===== config.mk =====
export PLATFORM = sky130hd
export DESIGN_NAME = sync_framed_knob_deframer
export DESIGN_NICKNAME = d
export VERILOG_FILES = /design/src/hdl/sfkd_pkg.sv /design/src/hdl/sync_framed_knob_deframer.sv /design/src/hdl/sfkd_parser.sv
export SDC_FILE = /design/constraint.sdc
export NUM_CORES = 1
export LEC_CHECK = 0
export BUFFER_PORTS_ARGS = -buffer_cell sky130_fd_sc_hd__buf_2
export CAP_MARGIN = 25
export CELL_PAD_IN_SITES_DETAIL_PLACEMENT = 0
export CELL_PAD_IN_SITES_GLOBAL_PLACEMENT = 1
export CORE_UTILIZATION = 49
export DETAILED_ROUTE_END_ITERATION = 16
export MAX_ROUTING_LAYER = met4
export PLACE_DENSITY_LB_ADDON = 0.25
export REMOVE_ABC_BUFFERS = 1
export SYNTH_ARGS = -nofsm -noshare
export SYNTH_HDL_FRONTEND = slang
export SYNTH_SLANG_ARGS = --single-unit

===== constraint.sdc =====
create_clock -name i_clk -period 6.9 [get_ports i_clk]
set_clock_uncertainty 0.05 [all_clocks]
set_input_delay 0.345 -clock i_clk [delete_from_list [all_inputs] [get_ports i_clk]]
set_output_delay 0.345 -clock i_clk [all_outputs]
set_load 0.02 [all_outputs]

===== src/hdl/sfkd_pkg.sv =====
// shared constants, types and the knob word check for the knob frame deframer
// no dependencies
package sfkd_pkg;

    localparam int KNOB_COUNT = 7;
    localparam int OUT_KNOBS  = 7;
    localparam int WORDS_END  = 4 * KNOB_COUNT;
    localparam int POS_W      = $clog2(WORDS_END + 2);
    localparam int IDX_W      = (KNOB_COUNT > 1) ? $clog2(KNOB_COUNT) : 1;

    localparam logic [7:0]  SYNC_A   = 8'hAA;
    localparam logic [7:0]  SYNC_B   = 8'h55;
    localparam logic [31:0] NEG_ZERO = 32'h8000_0000;
    localparam logic [31:0] ONE_BITS = 32'h3F80_0000;

    typedef logic [POS_W-1:0] t_pos;
    typedef logic [IDX_W-1:0] t_idx;
    typedef logic [OUT_KNOBS-1:0][31:0] t_knob_vec;

    typedef enum logic [2:0] {
        PH_HUNT    = 3'b001,
        PH_GOT_A   = 3'b010,
        PH_COLLECT = 3'b100
    } t_phase;

    // negative zero, or a non-negative pattern no larger than 1.0
    function automatic logic word_ok(input logic [31:0] w);
        word_ok = (w == NEG_ZERO) || (!w[31] && (w <= ONE_BITS));
    endfunction

endpackage


===== src/hdl/sync_framed_knob_deframer.sv =====
// knob frame deframer: one byte beat in, at most one frame of seven knobs out
// the accepted closing byte passes the input register, then the result register, before its result beat shows
// throughput: one byte per cycle while the result side does not stall, set by the input register feeding the parser
// each byte is parsed in one pass between the input register and the result register
// reset (synchronous, active low): hunting for sync, no beats held; knob store not cleared
// depends on sfkd_pkg and sfkd_parser
module sync_framed_knob_deframer
    import sfkd_pkg::*;
(
    input  logic        i_clk,
    input  logic        i_rst_n,
    input  logic        i_in_valid,
    output logic        o_in_stall,
    input  logic [7:0]  i_rx_byte,
    output logic        o_out_valid,
    input  logic        i_out_stall,
    output logic [31:0] o_knob_0,
    output logic [31:0] o_knob_1,
    output logic [31:0] o_knob_2,
    output logic [31:0] o_knob_3,
    output logic [31:0] o_knob_4,
    output logic [31:0] o_knob_5,
    output logic [31:0] o_knob_6,
    output logic        o_bypass_on
);

    logic       r_in_valid;
    logic [7:0] r_in_byte;
    logic       r_out_valid;
    t_knob_vec  r_out_knobs;
    logic       r_out_bypass;

    logic       advance;
    logic       in_accept;
    logic       done;
    t_knob_vec  knobs;
    logic       bypass;

    // the byte in the input register moves on once the result register can take a beat
    assign advance    = r_in_valid && (!r_out_valid || !i_out_stall);
    assign o_in_stall = r_in_valid && !advance;
    assign in_accept  = i_in_valid && !o_in_stall;

    sfkd_parser u_parser (
        .i_clk    (i_clk),
        .i_rst_n  (i_rst_n),
        .i_step   (advance),
        .i_byte   (r_in_byte),
        .o_done   (done),
        .o_knobs  (knobs),
        .o_bypass (bypass)
    );

    always_ff @(posedge i_clk) begin
        if (!i_rst_n) begin
            r_in_valid <= 1'b0;
        end else if (in_accept) begin
            r_in_valid <= 1'b1;
        end else if (advance) begin
            r_in_valid <= 1'b0;
        end
    end

    always_ff @(posedge i_clk) begin
        if (in_accept) begin
            r_in_byte <= i_rx_byte;
        end
    end

    always_ff @(posedge i_clk) begin
        if (!i_rst_n) begin
            r_out_valid <= 1'b0;
        end else if (advance && done) begin
            r_out_valid <= 1'b1;
        end else if (!i_out_stall) begin
            r_out_valid <= 1'b0;
        end
    end

    always_ff @(posedge i_clk) begin
        if (advance && done) begin
            r_out_knobs  <= knobs;
            r_out_bypass <= bypass;
        end
    end

    assign o_out_valid = r_out_valid;
    assign o_knob_0    = r_out_knobs[0];
    assign o_knob_1    = r_out_knobs[1];
    assign o_knob_2    = r_out_knobs[2];
    assign o_knob_3    = r_out_knobs[3];
    assign o_knob_4    = r_out_knobs[4];
    assign o_knob_5    = r_out_knobs[5];
    assign o_knob_6    = r_out_knobs[6];
    assign o_bypass_on = r_out_bypass;

    a_stall_cause: assert property (@(posedge i_clk) disable iff (!i_rst_n)
        o_in_stall |-> (r_out_valid && i_out_stall))
        else $error("input stalled without a blocked result");

    a_result_shown: assert property (@(posedge i_clk) disable iff (!i_rst_n)
        (advance && done) |=> o_out_valid)
        else $error("completed frame not presented");

    a_byte_kept: assert property (@(posedge i_clk) disable iff (!i_rst_n)
        (r_in_valid && !advance) |=> r_in_valid && $stable(r_in_byte))
        else $error("held byte lost while blocked");

endmodule


===== src/hdl/sfkd_parser.sv =====
// frame parser: sync hunt, knob word assembly and check, knob store
// depends on sfkd_pkg
module sfkd_parser
    import sfkd_pkg::*;
(
    input  logic       i_clk,
    input  logic       i_rst_n,
    input  logic       i_step,
    input  logic [7:0] i_byte,
    output logic       o_done,
    output t_knob_vec  o_knobs,
    output logic       o_bypass
);

    t_phase       r_phase, n_phase;
    t_pos         r_pos, n_pos;
    logic         r_frame_ok, n_frame_ok;
    logic         r_bypass, n_bypass;
    logic [23:0]  r_word_lo;
    logic [31:0]  r_store [KNOB_COUNT];

    logic [31:0]  word;
    t_idx         widx;
    logic         in_words;
    logic         word_end;

    assign in_words = (r_pos < t_pos'(WORDS_END));
    assign word_end = in_words && (r_pos[1:0] == 2'd3);
    assign word     = {i_byte, r_word_lo};
    assign widx     = t_idx'(r_pos >> 2);

    always_comb begin
        n_phase    = r_phase;
        n_pos      = r_pos;
        n_frame_ok = r_frame_ok;
        n_bypass   = r_bypass;
        o_done     = 1'b0;
        if (i_step) begin
            case (r_phase)
                PH_COLLECT: begin
                    if (in_words) begin
                        if (word_end && !word_ok(word)) begin
                            n_frame_ok = 1'b0;
                        end
                        n_pos = r_pos + t_pos'(1);
                    end else if (r_pos == t_pos'(WORDS_END)) begin
                        n_bypass = (i_byte != 8'd0);
                        n_pos    = r_pos + t_pos'(1);
                    end else begin
                        // second switch byte closes the frame
                        o_done     = r_frame_ok;
                        n_frame_ok = 1'b1;
                        n_phase    = PH_HUNT;
                        n_pos      = '0;
                    end
                end
                PH_GOT_A: begin
                    if (i_byte == SYNC_B) begin
                        n_phase    = PH_COLLECT;
                        n_frame_ok = 1'b1;
                        n_bypass   = 1'b0;
                    end else begin
                        n_phase = (i_byte == SYNC_A) ? PH_GOT_A : PH_HUNT;
                    end
                    n_pos = '0;
                end
                default: begin
                    n_phase = (i_byte == SYNC_A) ? PH_GOT_A : PH_HUNT;
                    n_pos   = '0;
                end
            endcase
        end
    end

    always_ff @(posedge i_clk) begin
        if (!i_rst_n) begin
            r_phase    <= PH_HUNT;
            r_pos      <= '0;
            r_frame_ok <= 1'b1;
            r_bypass   <= 1'b0;
        end else begin
            r_phase    <= n_phase;
            r_pos      <= n_pos;
            r_frame_ok <= n_frame_ok;
            r_bypass   <= n_bypass;
        end
    end

    // low three bytes gather here, the full word lands in the store on its top byte
    always_ff @(posedge i_clk) begin
        if (i_step && (r_phase == PH_COLLECT) && in_words) begin
            case (r_pos[1:0])
                2'd0: r_word_lo[7:0]   <= i_byte;
                2'd1: r_word_lo[15:8]  <= i_byte;
                2'd2: r_word_lo[23:16] <= i_byte;
                default: r_store[widx] <= word;
            endcase
        end
    end

    for (genvar j = 0; j < OUT_KNOBS; j++) begin : g_out
        if (j < KNOB_COUNT) begin : g_used
            assign o_knobs[j] = r_store[j];
        end else begin : g_zero
            assign o_knobs[j] = 32'd0;
        end
    end

    assign o_bypass = r_bypass;

    a_done_in_collect: assert property (@(posedge i_clk) disable iff (!i_rst_n)
        o_done |-> (r_phase == PH_COLLECT) && (r_pos == t_pos'(WORDS_END + 1)))
        else $error("frame done outside the final switch byte");

    a_pos_idle_zero: assert property (@(posedge i_clk) disable iff (!i_rst_n)
        (r_phase != PH_COLLECT) |-> (r_pos == '0))
        else $error("byte position moved while hunting");

    a_sync_enters: assert property (@(posedge i_clk) disable iff (!i_rst_n)
        (i_step && (r_phase == PH_GOT_A) && (i_byte == SYNC_B))
            |=> (r_phase == PH_COLLECT) && (r_pos == '0) && r_frame_ok)
        else $error("sync pair did not start a frame");

endmodule


==> impl_results.html <==
<table>
<tr><th>Metric</th><th>Value</th></tr>
<tr><th colspan="2">Clock tree</th></tr>
<tr><td>H-tree depth reported by CTS</td><td>2</td></tr>
<tr><td>Clock edge transition at the registers on the reported setup and hold paths</td><td>60 ps</td></tr>
<tr><td>Insertion delay to the later sink of the worst-skew pair</td><td>roughly 540 ps</td></tr>
<tr><td>Number of instances resized during post-cts repair</td><td>0</td></tr>
<tr><td>Clock Sinks</td><td>493</td></tr>
<tr><td>TritonCTS clock tree</td><td>built</td></tr>
<tr><td>TritonCTS buffer count</td><td>46</td></tr>
<tr><td>Root Driver</td><td>sky130_fd_sc_hd__clkbuf_16</td></tr>
<tr><td>Bufs on Longest Clock Path</td><td>3</td></tr>
<tr><th colspan="2">Timing</th></tr>
<tr><td>Measured slew at the worst slew-check pin</td><td>around 830 ps</td></tr>
<tr><td>Final hold violation count</td><td>0</td></tr>
<tr><td>Total setup violations reported at the end of the flow</td><td>0</td></tr>
<tr><td>Worst Hold Margin</td><td>68.66 ps</td></tr>
<tr><td>Fin crit share</td><td>0.4742</td></tr>
<tr><td>RSZ-0062 raised after global routing</td><td>false</td></tr>
<tr><td>Highest achievable clock rate</td><td>~310 MHz</td></tr>
<tr><td>Worst rel slew slack</td><td>0.4438</td></tr>
<tr><td>Final worst slack</td><td>around 3600 ps</td></tr>
<tr><td>Accumulated negative setup slack</td><td>0 ps</td></tr>
<tr><td>Fin crit period</td><td>roughly 3300 ps</td></tr>
<tr><td>Max-slew violation count</td><td>0</td></tr>
<tr><th colspan="2">Global route</th></tr>
<tr><td>Largest net degree at the start of global routing</td><td>between 150 and 200</td></tr>
<tr><td>Number of antenna violations at the first check in global routing</td><td>0</td></tr>
<tr><td>First-pass GRT wire length</td><td>40910 um</td></tr>
<tr><td>Total track usage</td><td>0.1866</td></tr>
<tr><td>Vias in the first global route</td><td>approximately 6400</td></tr>
<tr><td>Grt ovf</td><td>0</td></tr>
<tr><th colspan="2">Critical path</th></tr>
<tr><td>Worst-case reg-to-reg path depth</td><td>7</td></tr>
<tr><td>Largest incremental delay on the critical path</td><td>between 700 and 800 ps</td></tr>
<tr><td>Critical path origin</td><td>u_parser.r_phase[2]</td></tr>
<tr><td>CP max stage cell</td><td>sky130_fd_sc_hd__buf_4</td></tr>
<tr><td>CP Depth</td><td>7</td></tr>
<tr><td>Data arrival time at the worst-slack endpoint</td><td>approximately 3400 ps</td></tr>
<tr><td>Required time at the worst-slack endpoint</td><td>7000 ps</td></tr>
<tr><td>Setup CP Type</td><td>reg2reg</td></tr>
<tr><td>Critical path launch point type</td><td>register</td></tr>
<tr><td>Crit path cell chain</td><td>inv_1 -&gt; or3_1 -&gt; nor2_1 -&gt; nand3_1 -&gt; inv_8 -&gt; buf_16 -&gt; buf_4</td></tr>
<tr><td>Crit end category</td><td>register</td></tr>
<tr><td>Worst flop-to-flop path endpoint</td><td>o_knob_4[17]</td></tr>
<tr><td>CP delay by family, top</td><td>buffers and inverters</td></tr>
<tr><td>Setup slack of the worst register-to-register path</td><td>about 3600 ps</td></tr>
<tr><td>Worst setup path endpoint</td><td>o_knob_4[17]</td></tr>
<tr><td>Startpoint of the lowest-slack register-to-register path</td><td>u_parser.r_phase[2]</td></tr>
<tr><td>Crit Path Max Fanout</td><td>about 110</td></tr>
<tr><td>Buffers and inverters on the worst path</td><td>4</td></tr>
<tr><th colspan="2">Yosys</th></tr>
<tr><td>Fraction of synthesized cell area taken by the top area cell type</td><td>0.9444</td></tr>
<tr><td>Most instantiated flip-flop cell in the synthesis netlist</td><td>sky130_fd_sc_hd__edfxtp_1</td></tr>
<tr><td>Library cell occupying the most area in the post-synthesis netlist</td><td>sky130_fd_sc_hd__edfxtp_1</td></tr>
<tr><td>Flop and latch count out of synthesis</td><td>just under 500</td></tr>
<tr><td>Most frequent cell after synthesis</td><td>sky130_fd_sc_hd__edfxtp_1</td></tr>
<tr><td>FFs w/ async S/R, synth</td><td>0</td></tr>
<tr><td>Proportion of synthesized chip area in sequential cells</td><td>0.9601</td></tr>
<tr><td>Leading post-synthesis cells by cell area</td><td>sky130_fd_sc_hd__edfxtp_1 94%, sky130_fd_sc_hd__dfxtp_1 1.6%, sky130_fd_sc_hd__nor2_1 0.42%</td></tr>
<tr><td>Mean cell area of the mapped netlist</td><td>25.62 um^2</td></tr>
<tr><td>Ranking of synthesized cells by instance count</td><td>481 x sky130_fd_sc_hd__edfxtp_1, 17 x sky130_fd_sc_hd__nor2_1, 12 x sky130_fd_sc_hd__dfxtp_1, 12 x sky130_fd_sc_hd__nand2_1</td></tr>
<tr><td>Post-synth EDFFs</td><td>481</td></tr>
<tr><td>Yosys cell types</td><td>32</td></tr>
<tr><td>Post-synthesis cell count</td><td>around 600</td></tr>
<tr><td>YS warnings</td><td>0</td></tr>
<tr><td>Mapped Area</td><td>15290 um^2</td></tr>
<tr><th colspan="2">Worst hold path</th></tr>
<tr><td>Class of the tightest hold or removal check</td><td>in2reg</td></tr>
<tr><th colspan="2">Die</th></tr>
<tr><td>Vertical die dimension</td><td>between 150 and 200 um</td></tr>
<tr><td>Die footprint</td><td>~32000 um^2</td></tr>
<tr><td>Initial Util</td><td>0.4987</td></tr>
<tr><td>Placement Rows</td><td>64</td></tr>
<tr><td>Number of top-level pins</td><td>around 240</td></tr>
<tr><td>Area of the core</td><td>about 31000 um^2</td></tr>
<tr><td>Overall die width</td><td>about 180 um</td></tr>
<tr><th colspan="2">Power and ir drop</th></tr>
<tr><td>Relative contribution of the clock network to total power</td><td>0.432</td></tr>
<tr><td>Pleak</td><td>6.390 nW</td></tr>
<tr><td>Internal power</td><td>around 4.7 mW</td></tr>
<tr><td>Combinational cell fraction of total power</td><td>0.003</td></tr>
<tr><td>Final Total Pwr</td><td>roughly 5.8 mW</td></tr>
<tr><td>Peak supply drop</td><td>0.1737 mV</td></tr>
<tr><td>Power per standard cell area</td><td>between 300 and 400 nW/um^2</td></tr>
<tr><td>Switching power</td><td>between 1 and 1.5 mW</td></tr>
<tr><td>Switching share of power</td><td>0.1822</td></tr>
<tr><td>Relative contribution of sequential cells to total power</td><td>0.564</td></tr>
<tr><th colspan="2">Drt</th></tr>
<tr><td>Number of optimization iterations in the first detailed-route pass</td><td>5</td></tr>
<tr><td>Detailed-route wire length per cell</td><td>~22 um</td></tr>
<tr><td>Violation count after the first detailed-route iteration</td><td>roughly 700</td></tr>
<tr><td>Antenna-violating nets left</td><td>0</td></tr>
<tr><td>DRC violation count after routing</td><td>0</td></tr>
<tr><td>Vias after detailed routing</td><td>6716</td></tr>
<tr><td>Drt total wl</td><td>roughly 29000 um</td></tr>
<tr><td>Via-per-instance ratio</td><td>a little over 5</td></tr>
<tr><th colspan="2">Final layout</th></tr>
<tr><td>Final Instance Area</td><td>18770 um^2</td></tr>
<tr><td>Count of antenna diodes in the layout</td><td>0</td></tr>
<tr><td>Layout Nets</td><td>between 900 and 1000</td></tr>
<tr><td>Relative area change from synthesis to final layout</td><td>22.75%</td></tr>
<tr><td>Fraction of final layout cells sized beyond drive strength 1</td><td>0.3522</td></tr>
<tr><td>Post-Route Utilization</td><td>0.6121</td></tr>
<tr><td>Number of filler instances in the final layout</td><td>2092</td></tr>
<tr><td>Post-route insts no fill</td><td>approximately 1300</td></tr>
<tr><th colspan="2">Placed design</th></tr>
<tr><td>Number of buffer cells added on primary ports</td><td>~240</td></tr>
<tr><td>Dpl hpwl</td><td>18660 um</td></tr>
<tr><td>Placed Instances</td><td>between 1000 and 1500</td></tr>
<tr><td>Post-placement cell area</td><td>17110 um^2</td></tr>
<tr><td>Last weighted congestion value of the routability-driven placer</td><td>between 0.8 and 0.9</td></tr>
<tr><td>Setup WS pre-CTS</td><td>approximately 3500 ps</td></tr>
<tr><th colspan="2">Status</th></tr>
<tr><td>Result of the run</td><td>complete, no violations</td></tr>
<tr><th colspan="2">Job</th></tr>
<tr><td>Max-cap violations</td><td>0</td></tr>
</table>
worst min-delay path by stage:
stage / slack (ps) / to / cells past startpoint / from
finish: 70 / o_out_valid / 3 / i_out_stall
global route: 80 / o_out_valid / 3 / i_out_stall
CTS: 50 / o_out_valid / 3 / i_out_stall
detailed placement: 350 / o_knob_1[16] / 0 / u_parser.r_store[1][16]
global placement: 350 / o_knob_1[7] / 0 / u_parser.r_store[1][7]
floorplan: 350 / o_knob_0[0] / 0 / u_parser.r_store[0][0]
sequential cells by signal (all words and copies together), names as in the netlist:
register and count:
o_knob_2 32, o_knob_0 32, o_knob_1 32, o_out_valid 1, u_parser.r_word_lo 24, r_in_valid 1, o_knob_6 32, u_parser.r_pos 5
u_parser.r_store 224, u_parser.r_phase 3, o_bypass_on 1, u_parser.o_bypass 1, o_knob_5 32, o_knob_3 32, r_in_byte 8, o_knob_4 32
u_parser.r_frame_ok 1
per-layer routing:
metal	wire length [um]	track usage	up-vias	share of wire
li1	-	-	2996	-
met1	12580	0.2611	3381	0.43
met2	14010	0.2878	304	0.48
met3	2033	0.03202	35	0.070
met4	411	0.04979	0	0.014
met5	0	-	-	0
cell families (layout without fill, tap and decap cells):
| logic type | Yosys count | after routing | synth area share |
|---|---|---|---|
| AOI/OAI and AO/OA | 14 | 14 | 0.005890 |
| xor gates and xnor gates | 4 | 4 | 0.002291 |
| adders and majority gates | 5 | 5 | 0.004090 |
| buffers and inverters | 8 | 345 | 0.001963 |
| DFF | 493 | 493 | 0.9601 |
| muxes | 2 | 2 | 0.001391 |
| and+or+nand+nor | 71 | 71 | 0.02430 |
power groups by stage:
| stage | clock (mW) | sequential, mW | combinational, mW |
|---|---|---|---|
| 2_1_floorplan | 0 | 3.32 | 0.00907 |
| 3_3_place_gp | 0 | 3.33 | 0.0146 |
| 3_5_place_dp | 0 | 3.33 | 0.0150 |
| 4_1_cts | 2.55 | 3.27 | 0.0194 |
| 5_1_grt | 2.66 | 3.27 | 0.0214 |
| 6_report | 2.50 | 3.27 | 0.0195 |
cell type report:
class	count	area, um^2	area share
Sequential cell	493	14680	0.7821
Clock buffer	53	1199	0.06385
Inverter	5	26.28	0.001400
Clock inverter	30	317.8	0.01693
Timing Repair Buffer	257	1424	0.07584
Tap cell	396	495.5	0.02639
Multi-Input combinational cell	96	628.1	0.03346
worst reg2reg max path: stages (launching register included):
cell	delay, ps
sky130_fd_sc_hd__dfxtp_1	340
sky130_fd_sc_hd__inv_1	50
sky130_fd_sc_hd__or3_1	420
sky130_fd_sc_hd__nor2_1	150
sky130_fd_sc_hd__nand3_1	230
sky130_fd_sc_hd__inv_8	350
sky130_fd_sc_hd__buf_16	450
sky130_fd_sc_hd__buf_4	800
placed cells by master, fill, tap and decap left out, types with 6 or more instances in the layout:
cell                            count
sky130_fd_sc_hd__edfxtp_1         481
sky130_fd_sc_hd__buf_2            238
sky130_fd_sc_hd__clkbuf_16         47
sky130_fd_sc_hd__nand2_1           12
sky130_fd_sc_hd__nor2_1            12
sky130_fd_sc_hd__dfxtp_1           12
sky130_fd_sc_hd__dlygate4sd3_1     10
sky130_fd_sc_hd__clkinv_2           9
sky130_fd_sc_hd__nand4_1            7
sky130_fd_sc_hd__a21oi_1            7
sky130_fd_sc_hd__clkinvlp_4         7
sky130_fd_sc_hd__bufinv_16          6
sky130_fd_sc_hd__clkinv_1           6
sky130_fd_sc_hd__clkbuf_1           6
timing repair:
action                    CTS  global route
hold buffers               10             0
hold endpoints to repair   10             0
buffers inserted            0             0
(Power assumes the default switching activity.)
